`config.mk`:
```
export PLATFORM = sky130hd
export DESIGN_NAME = lpl_front
export DESIGN_NICKNAME = d
export VERILOG_FILES = /design/src/hw/rtl/lpl_pkg.sv /design/src/hw/rtl/lpl_front.sv
export SDC_FILE = /design/constraint.sdc
export NUM_CORES = 1
export LEC_CHECK = 0
export ABC_AREA = 1
export ABC_CLOCK_PERIOD_IN_PS = 3550
export BUFFER_PORTS_ARGS = -buffer_cell sky130_fd_sc_hd__buf_2
export CELL_PAD_IN_SITES_DETAIL_PLACEMENT = 2
export CELL_PAD_IN_SITES_GLOBAL_PLACEMENT = 2
export CORE_ASPECT_RATIO = 0.6
export CORE_MARGIN = 4
export CORE_UTILIZATION = 38
export CTS_CLUSTER_DIAMETER = 150
export DETAILED_ROUTE_END_ITERATION = 10
export PLACE_DENSITY = 0.9
export SLEW_MARGIN = 0
export SYNTH_ARGS = -nofsm -noshare
export SYNTH_HDL_FRONTEND = slang
export SYNTH_SLANG_ARGS = --single-unit
```
`constraint.sdc`:
```
create_clock -name clk -period 3.55 [get_ports clk]
set_clock_uncertainty 0.05 [all_clocks]
set_input_delay 0.1775 -clock clk [delete_from_list [all_inputs] [get_ports clk]]
set_output_delay 0.1775 -clock clk [all_outputs]
set_load 0.1 [all_outputs]
```
`src/hw/rtl/lpl_pkg.sv`:
```
// lpl_pkg: shared types and constants of the lookahead peak limiter
// no dependencies; used by every module of the block by scoped names
package lpl_pkg;

  localparam int GAIN_FRAC = 24;
  localparam int GAIN_W    = 25;
  localparam int REG_W     = 24;
  localparam int CFG_IDX_W = 8;
  localparam int QUOT_W    = 24;

  localparam logic [GAIN_W-1:0] UNITY_GAIN = 25'h1000000;

  localparam logic [CFG_IDX_W-1:0] REG_THRESHOLD = 8'd0;
  localparam logic [CFG_IDX_W-1:0] REG_RELEASE   = 8'd1;

  localparam logic [REG_W-1:0] THRESHOLD_RST = 24'd8388600;
  localparam logic [REG_W-1:0] RELEASE_RST   = 24'd4368;

  typedef enum logic [2:0] {
    ST_CLEAR,
    ST_IDLE,
    ST_FETCH,
    ST_WORK,
    ST_GAIN,
    ST_SCALE,
    ST_EMIT
  } back_state_t;

  typedef struct packed {
    logic clearing;
  } back_status_t;

endpackage

```
`src/hw/rtl/lpl_front.sv`:
```
// lpl_front: input side, two-entry queue of samples with their magnitudes
// depends on lpl_pkg; feeds lpl_back
module lpl_front #(
  parameter int SAMPLE_BITS = 24
) (
  input  logic                          clk,
  input  logic                          rst,
  input  logic                          push,
  output logic                          full,
  input  logic signed [SAMPLE_BITS-1:0] sample_in,
  input  lpl_pkg::back_status_t         status,
  output logic                          q_valid,
  input  logic                          q_pop,
  output logic signed [SAMPLE_BITS-1:0] q_sample,
  output logic [SAMPLE_BITS-1:0]        q_mag
);

  logic signed [SAMPLE_BITS-1:0] sample_q [2];
  logic [SAMPLE_BITS-1:0]        mag_q [2];
  logic                          wptr;
  logic                          rptr;
  logic [1:0]                    count;
  logic                          accept;
  logic                          take;
  logic [SAMPLE_BITS-1:0]        mag_in;

  assign full    = (count == 2'd2) || status.clearing;
  assign accept  = push && !full;
  assign q_valid = (count != 2'd0);
  assign take    = q_pop && q_valid;
  assign mag_in  = sample_in[SAMPLE_BITS-1] ? (~sample_in + 1'b1) : sample_in;
  assign q_sample = sample_q[rptr];
  assign q_mag    = mag_q[rptr];

  always_ff @(posedge clk) begin
    if (accept) begin
      sample_q[wptr] <= sample_in;
      mag_q[wptr]    <= mag_in;
    end
  end

  always_ff @(posedge clk) begin
    if (rst) begin
      wptr  <= 1'b0;
      rptr  <= 1'b0;
      count <= 2'd0;
    end else begin
      if (accept) wptr <= ~wptr;
      if (take) rptr <= ~rptr;
      count <= count + {1'b0, accept} - {1'b0, take};
    end
  end

endmodule

```
==> summary.txt, run 1 <==
Outcome
  • Outcome: finished, final reports clean

Logic synthesis
  • Netlist area before placement: 4290 um^2
  • EDFF count, synth: 94
  • Ys async rst share: 0%
  • Distinct cells, synth: 25
  • Yosys warning count: 0
  • Dominant cells by area after synthesis: edfxtp_1, mux2_2, nand2_1
  • Area leader, netlist: edfxtp_1
  • Post-Syn Instances: 311
  • Synth top cells by count: edfxtp_1, nand2_1, mux2_2
  • Area fraction of the dominant cell type after synthesis: 65.8%
  • Most frequent cell after synthesis: edfxtp_1
  • Mapped Nets: 343
  • Post-synth top flop: edfxtp_1
  • Syn_area_per_cell: 13.8 um^2
  • Post-synthesis sequential area ratio: 68.1%
  • #FFs+latches synth: 99

Global routing
  • First-pass GRT wire length: 18.0 mm
  • Initial antenna violation count: 0
  • GRT overflow: 0
  • Overall Global Routing Usage: 17.7%
  • Largest net degree at the start of global routing: 48
  • Vias in the first global route: 3224

Run
  • Max-Cap Viols: 0

Final layout
  • Nets: 428
  • Core Util, Final: 48.5%
  • # fillers: 1051
  • Layout cell share with drive strength beyond 1: 39.7%
  • Multi-input gate area: 1250 um^2
  • Sequential cell area: 2920 um^2
  • Area growth from synthesis to layout: 21.7%
  • Final non-filler cell area: 5230 um^2
  • Final cell count without fillers: 540
  • # diodes: 0

Clock network
  • Post-CTS Resized: 0
  • TritonCTS buffer count: 9
  • Total clock sinks: 99
  • Post-CTS Setup Repair Bufs: 0
  • Hold bufs inserted after CTS: 2
  • Clk root buf: clkbuf_16
  • Clock latency on the worst-skew pair: 340 ps
  • CTS tree: yes
  • Clk slew on worst S/H paths: 60 ps
  • Max clock buf depth: 2
  • # H-tree levels: 3

Pwr
  • Leak pwr: 2.00 nW
  • Pwr/cell area: 854 nW/um^2
  • Overall Power: 4.46 mW
  • Peak supply drop: 0.000505 V

Placement
  • Pre-CTS setup slack: 1340 ps
  • Post-DP HPWL: 7.59 mm
  • DP Cell Count: 522
  • Area after DPL: 4830 um^2
  • Gpl congestion: 0.739
  • Port bufs: 78

Critical path
  • Critical Path Max Stage Delay: 1100 ps
  • Slowest cell on the critical path: dfxtp_2
  • Crit path max-delay family: flip-flops
  • Critical-path maximum fanout: 47
  • Crit path buf inv count: 1
  • FF-to-FF setup slack: 1330 ps
  • Startpoint types: register
  • Arrival @ worst endpoint: 2250 ps
  • CP Cell Sequence: mux2_2, buf_2
  • Worst setup EP type: output pin
  • WS Path Type: register to output pin
  • Data required time at the worst endpoint: 3320 ps

Die
  • Cell row count: 29
  • Starting density of the core: 39.8%
  • Die ar.: 13100 um^2
  • Die X: 145 um
  • Core Footprint: 10800 um^2
  • Die height: 90.3 um
  • I/O pins: 79

Detailed routing
  • Wirelength, routed: 11.2 mm
  • Via count: 2767
  • Remaining routing DRC violations: 0
  • First-iteration detailed-routing DRC count: 151
  • TritonRoute pass-1 iters: 4
  • WL/cell: 20.7 um
  • Average vias per placed instance: 5.12
  • Post-route ant nets: 0

STA
  • Setup tns final: 0 ps
  • Fmax: 403 MHz
  • Setup Viol. Count Final: 0
  • Final Hold Fails: 0
  • Relative slew margins: 22.3%
  • Worst hold slack: 19.2 ps
  • Final worst slack: 1070 ps
  • RSZ-0062 raised after global routing: no
  • Worst-margin pin slew: 1170 ps
  • Part of the cycle the worst path needs: 69.9%
  • Min cycle time layout: 2480 ps
  • Slew Limit Fails: 0

Hold path
  • Hold Crit Class: input pin to register
[flip-flops by register name (all words and copies together), names as in the netlist, named ones only]
register,flops
wptr,1
rptr,1
mag_q,47
sample_q,47
count,2
[layer usage]
| layer | vias to the layer above | global-route usage, % | part of all wire [%] |
|---|---|---|---|
| li1 | 1267 | - | - |
| met1 | 1413 | 21.8 | 44 |
| met2 | 75 | 30.9 | 50 |
| met3 | 12 | 5.02 | 4.9 |
| met4 | 0 | 4.27 | 1.1 |
| met5 | - | 0 | 0 |
[worst paths after layout]
path                                          start                   endpoint  cells after the start
worst max-delay path                       register                  q_mag[13]                      2
worst min-delay path                            rst                   register                      2
worst max register to register  count[0]$_SDFF_PP0_  sample_q[1][15]$_DFFE_PP_                      5
worst min register to register    rptr$_SDFFE_PP0P_                   register                      2
[cell families (layout without fill, tap and decap cells)]
group	Yosys count	in the layout	share of synthesized area (%)
multiplexers	47	47	12.3
AND/OR/NAND/NOR	107	107	11.0
buffers and inverters	29	119	3.21
flip-flops	99	99	68.1
adder cells (fa/ha/maj)	3	3	0.874
AO/OA/AOI/OAI	11	11	1.46
XOR/XNOR	15	15	3.06
[cell type report]
class / instances / area share [%]
Sequential cell: 99 / 55.9
Multi-Input combinational cell: 183 / 23.9
Timing Repair Buffer: 82 / 8.14
Clock buffer: 12 / 4.91
Tap cell: 139 / 3.33
Clock inverter: 4 / 2.30
Inverter: 21 / 1.51
[layout by cell type, fill, tap and decap left out]
cell and count:
a21oi_1 2, buf_2 78, buf_4 2, bufinv_16 4, clkbuf_1 1, clkbuf_16 9
clkbuf_8 2, dfxtp_1 4, dfxtp_2 1, dlygate4sd3_1 2, edfxtp_1 94, ha_1 3
inv_1 20, inv_2 1, mux2_2 47, nand2_1 51, nand2_2 4, nand3_1 13
nand4_1 4, nor2_1 24, nor2_2 3, nor2_4 3, nor3_2 1, nor3b_1 2
o21ai_0 3, o21ai_1 4, o21ai_2 2, or2_2 2, xnor2_1 7, xor2_1 8
[worst register-to-register path: stages, from the launching register on]
cell and delay, ps:
dfxtp_1 380, inv_1 60, nand2_1 80, nand3_1 260
nor2_4 450, buf_4 550
[power by group]
group          switching (mW)  total, mW  internal (mW)
logic                    1.42       1.75          0.330
clock network           0.408       1.21          0.799
registers               0.103       1.51           1.40
(Power assumes the default switching activity.)
==> run 2, diff against run 1 <==
- ABC_CLOCK_PERIOD_IN_PS: 3550 -> 2400
- clock period: 3.55 -> 2.4 ns (I/O delays scaled with it)
==> run 2 against run 1 <==
Net effect:
- setup slack lost 660 ps
- worst hold slack worse by 15 ps
- sequential share of layout area fell by 0.97 points
- clock power grew 16%
- total power grew 41%
- combinational power is 57% higher
- final cell count up 2.6%
- die area is the same
- clock-buffer cell count down 2
- sequential power rose by 41%
- non-clock buffer count rose by 15
- largest power group unchanged
==> summary.txt, run 2 (same netlist as run 1, synthesis figures left out) <==
Outcome
  • Outcome: finished, final reports clean

Pwr
  • Overall Power: 6.27 mW
  • Leak pwr: 2.03 nW
  • Pwr/cell area: 1180 nW/um^2
  • Peak supply drop: 0.000821 V

STA
  • Setup tns final: 0 ps
  • Part of the cycle the worst path needs: 82.9%
  • Setup Viol. Count Final: 0
  • Worst-margin pin slew: 538 ps
  • Fmax: 502 MHz
  • RSZ-0062 raised after global routing: no
  • Final Hold Fails: 0
  • Min cycle time layout: 1990 ps
  • Slew Limit Fails: 0
  • Relative slew margins: 64.1%

Die
  • Starting density of the core: 39.8%
  • Die ar.: 13100 um^2
  • Core Footprint: 10800 um^2
  • Die height: 90.3 um
  • Die X: 145 um
  • I/O pins: 79
  • Cell row count: 29

Detailed routing
  • Metal-1 WL: 4.96 mm
  • Wirelength, routed: 11.0 mm
  • Met3 wire length: 537 um
  • Via count: 2761
  • Met2 WL: 5.38 mm
  • TritonRoute pass-1 iters: 4
  • Remaining routing DRC violations: 0
  • Post-route ant nets: 0
  • Top sig layer: met4
  • WL/cell: 19.8 um
  • First-iteration detailed-routing DRC count: 129
  • Average vias per placed instance: 4.98

Clock network
  • Post-CTS Resized: 0
  • Clock latency on the worst-skew pair: 340 ps
  • Total clock sinks: 99
  • TritonCTS buffer count: 9
  • Clk root buf: clkbuf_16
  • CTS tree: yes
  • Clk slew on worst S/H paths: 60 ps
  • # H-tree levels: 3
  • Max clock buf depth: 2

Final layout
  • Most frequent cells in the layout: edfxtp_1, buf_2, nand2_1
  • # diodes: 0
  • Top Registers: mag_q x47, sample_q x47, count x2
  • Final non-filler cell area: 5320 um^2
  • Nets: 443
  • Most common cell after layout, fill and taps aside: edfxtp_1
  • Area growth from synthesis to layout: 23.9%
  • Sequential cell area: 2920 um^2
  • Layout cell share with drive strength beyond 1: 38.1%
  • Core Util, Final: 49.4%
  • # fillers: 1023
  • Final cell count without fillers: 554
  • Multi-input gate area: 1250 um^2

Global routing
  • Overall Global Routing Usage: 17.3%
  • Largest net degree at the start of global routing: 49
  • First-pass GRT wire length: 17.4 mm
  • Initial antenna violation count: 0
  • Vias in the first global route: 3149
  • GRT overflow: 0

Critical path
  • Data required time at the worst endpoint: 2600 ps
  • Critical-path maximum fanout: 3
  • WS Path Type: register to register
  • Arrival @ worst endpoint: 2190 ps
  • Worst setup EP type: register
  • Startpoint types: register

Run
  • Max-Cap Viols: 0

Placement
  • Port bufs: 78
  • DP Cell Count: 523
  • Gpl congestion: 0.719
  • Post-DP HPWL: 7.51 mm
  • Area after DPL: 4870 um^2

Hold path
  • Hold Crit Class: input pin to register
run 2: repair_timing:
item | in CTS | in global routing
hold buffers | 15 | 1
buffers inserted | 0 | 0
endpoints found under the hold margin | 32 | 1
run 2: worst max-delay path: stages, from the launching register on:
cell     delay (ps)
dfxtp_1         340
or2_2           320
nand2_1         110
inv_1            60
ha_1            260
inv_1            60
ha_1            170
xor2_1          220
nor2_1           70
nor3b_1         240
run 2: worst paths after layout:
check | slack (ps) | to | startpoint | depth (start not counted)
worst max-delay path | 410 | count[1]$_SDFF_PP0_ | count[1]$_SDFF_PP0_ | 9
worst min-delay path | 4 | sample_q[0][17]$_DFFE_PP_ | sample_in[17] | 1
worst max register to register | 410 | count[1]$_SDFF_PP0_ | count[1]$_SDFF_PP0_ | 9
worst min register to register | 460 | register | rptr$_SDFFE_PP0P_ | 2
run 2: layout make-up:
| cell class | count | area share [%] |
|---|---|---|
| Multi-Input combinational cell | 183 | 23.5 |
| Clock inverter | 5 | 1.04 |
| Timing Repair Buffer | 97 | 11.5 |
| Clock buffer | 10 | 4.30 |
| Sequential cell | 99 | 55.0 |
| Tap cell | 139 | 3.27 |
| Inverter | 21 | 1.48 |
run 2: power by group:
part	internal (mW)	switching (mW)
clock network	0.799	0.604
logic	0.529	2.22
registers	2.07	0.0517
total	3.40	2.87
run 2: per-stage QoR:
stage	hold WS (ps)	setup WS [ps]
6_report	4.25	410
5_1_grt	2.43	319
3_5_place_dp	288	414
4_1_cts	0.0241	388
2_1_floorplan	139	95.0
3_3_place_gp	284	685
run 2: layer usage:
layer | GRT usage (%) | up-vias
li1 | - | 1297
met1 | 21.8 | 1382
met2 | 29.2 | 72
met3 | 5.67 | 10
met4 | 3.87 | 0
met5 | 0 | -
==> run 3, diff against run 2 <==
- ABC_CLOCK_PERIOD_IN_PS: 2400 -> 1750
- CORE_UTILIZATION: 38 -> 34
- PLACE_DENSITY: 0.9 -> 0.86
- clock period: 2.4 -> 1.75 ns (I/O delays scaled with it)
==> run 3 against run 2 <==
Net effect:
- critical path depth decreased by 6
- register-to-register slack got worse by 370 ps
- largest cell class unchanged
- global-route usage decreased by 0.22 points
- sequential share of layout area decreased by 5.7 points
- core utilization decreased by 0.62 points
- critical path type is now register to output pin
- die area increased by 11%
- total power increased by 53%
- first-iteration DRC count decreased by 1.6%
- sequential power increased by 39%
- combinational power increased by 66%
==> summary.txt, run 3 (same netlist as run 1, synthesis figures left out) <==
STA
  • Setup Viol. Count Final: 0
  • Part of the cycle the worst path needs: 98.9%
  • Slew Limit Fails: 0
  • Setup tns final: 0 ps
  • Worst-margin pin slew: 578 ps
  • Relative slew margins: 61.4%
  • Fmax: 578 MHz
  • Final Hold Fails: 0
  • Min cycle time layout: 1730 ps
  • RSZ-0062 raised after global routing: yes
  • Final worst slack: 20.0 ps

Critical path
  • Critical R2R Launch: count[0]$_SDFF_PP0_
  • Data required time at the worst endpoint: 1610 ps
  • Startpoint types: register
  • WS Path Type: register to output pin
  • Critical-path maximum fanout: 11
  • Worst setup EP type: output pin
  • Arrival @ worst endpoint: 1590 ps

Detailed routing
  • WL/cell: 20.5 um
  • First-iteration detailed-routing DRC count: 127
  • Post-route ant nets: 0
  • Remaining routing DRC violations: 0
  • TritonRoute pass-1 iters: 4
  • Via count: 2871
  • Average vias per placed instance: 4.80
  • Wirelength, routed: 12.3 mm

Die
  • Die ar.: 14500 um^2
  • Core Footprint: 12200 um^2
  • Starting density of the core: 35.1%
  • Die height: 95.0 um
  • I/O pins: 79
  • Die X: 153 um
  • Cell row count: 31

Placement
  • Post-DP HPWL: 7.38 mm
  • Port bufs: 78
  • Pre-CTS setup slack: -75.2 ps
  • Gpl congestion: 0.753
  • DP Cell Count: 549

Final layout
  • Top Registers: mag_q x47, sample_q x47, count x2
  • Core Util, Final: 48.7%
  • # diodes: 0
  • Final cell count without fillers: 598
  • # fillers: 1173
  • Most frequent cells in the layout: edfxtp_1, nand2_1, mux2_2
  • Layout cell share with drive strength beyond 1: 42.3%
  • Nets: 460
  • Area growth from synthesis to layout: 38.7%
  • Most common cell after layout, fill and taps aside: edfxtp_1

Clock network
  • # H-tree levels: 3
  • Clock latency on the worst-skew pair: 350 ps
  • Max clock buf depth: 2
  • Clk slew on worst S/H paths: 70 ps
  • Clk root buf: clkbuf_16
  • Total clock sinks: 99
  • CTS tree: yes
  • TritonCTS buffer count: 9

Pwr
  • Overall Power: 9.62 mW
  • Peak supply drop: 0.000833 V
  • Leak pwr: 2.24 nW
  • Pwr/cell area: 1620 nW/um^2

Global routing
  • Initial antenna violation count: 0
  • Overall Global Routing Usage: 17.1%
  • Largest net degree at the start of global routing: 49
  • Vias in the first global route: 3306
  • First-pass GRT wire length: 18.7 mm
  • GRT overflow: 0

Run
  • Max-Cap Viols: 0

Hold path
  • Hold Crit Class: input pin to register
  • Hold_sp: sample_in[10]

Outcome
  • Outcome: finished, final reports clean
==> run 3: per-layer routing <==
metal / track usage [%] / part of all wire (%) / routed length (um) / vias to the layer above
met5: 0 / 0 / 0 / -
met1: 21.2 / 45 / 5500 / 1463
met2: 29.9 / 50 / 6140 / 67
met4: 4.15 / 0.90 / 110 / 0
li1: - / - / - / 1332
met3: 4.90 / 4.3 / 525 / 9
==> run 3: report_power, final <==
group          switching, mW  total (mW)  internal, mW
combinational           3.25        4.56          1.31
clock                  0.858        2.10          1.24
sequential             0.103        2.96          2.86
total                   4.21        9.62          5.41
==> run 3: area by class of cell <==
class	count	area, um^2	area share (%)
clock inverter	6	80.1	1.34
inverter	21	81.3	1.37
tap	165	206	3.47
clock buffer	10	229	3.85
multi-input combinational	183	1350	22.6
timing repair buffer	114	1080	18.1
sequential	99	2930	49.3
==> run 3: metrics by stage <==
step           hold WS (ps)  cell area [um^2]
2_1_floorplan           101              4330
5_1_grt                96.4              5950
4_1_cts                85.3              5800
6_report               86.0              5950
3_3_place_gp            252              4930
3_5_place_dp            272              4930
==> run 3: timing repair <==
action / CTS / global route
gates resized for setup: 82 / 28
cloned: 2 / 1
endpoints found under the setup margin: 49 / 41
setup buffers: 3 / 3
pin swaps: 6 / 7
endpoints found under the hold margin: 51 / 0
hold buffers: 24 / 0
==> run 3: worst max-delay path, stage by stage, from the launching register on <==
cell	delay, ps
dfxtp_4	450
clkbuf_16	220
mux2_2	370
buf_6	190
==> run 3: worst paths after layout <==
path / to / slack, ps / depth (start not counted)
setup / recovery: q_sample[3] / 20 / 3
hold / removal: mag_q[1][10]$_DFFE_PP_ / 90 / 2
setup reg to reg: count[1]$_SDFF_PP0_ / 40 / 9
hold reg to reg: register / 490 / 2
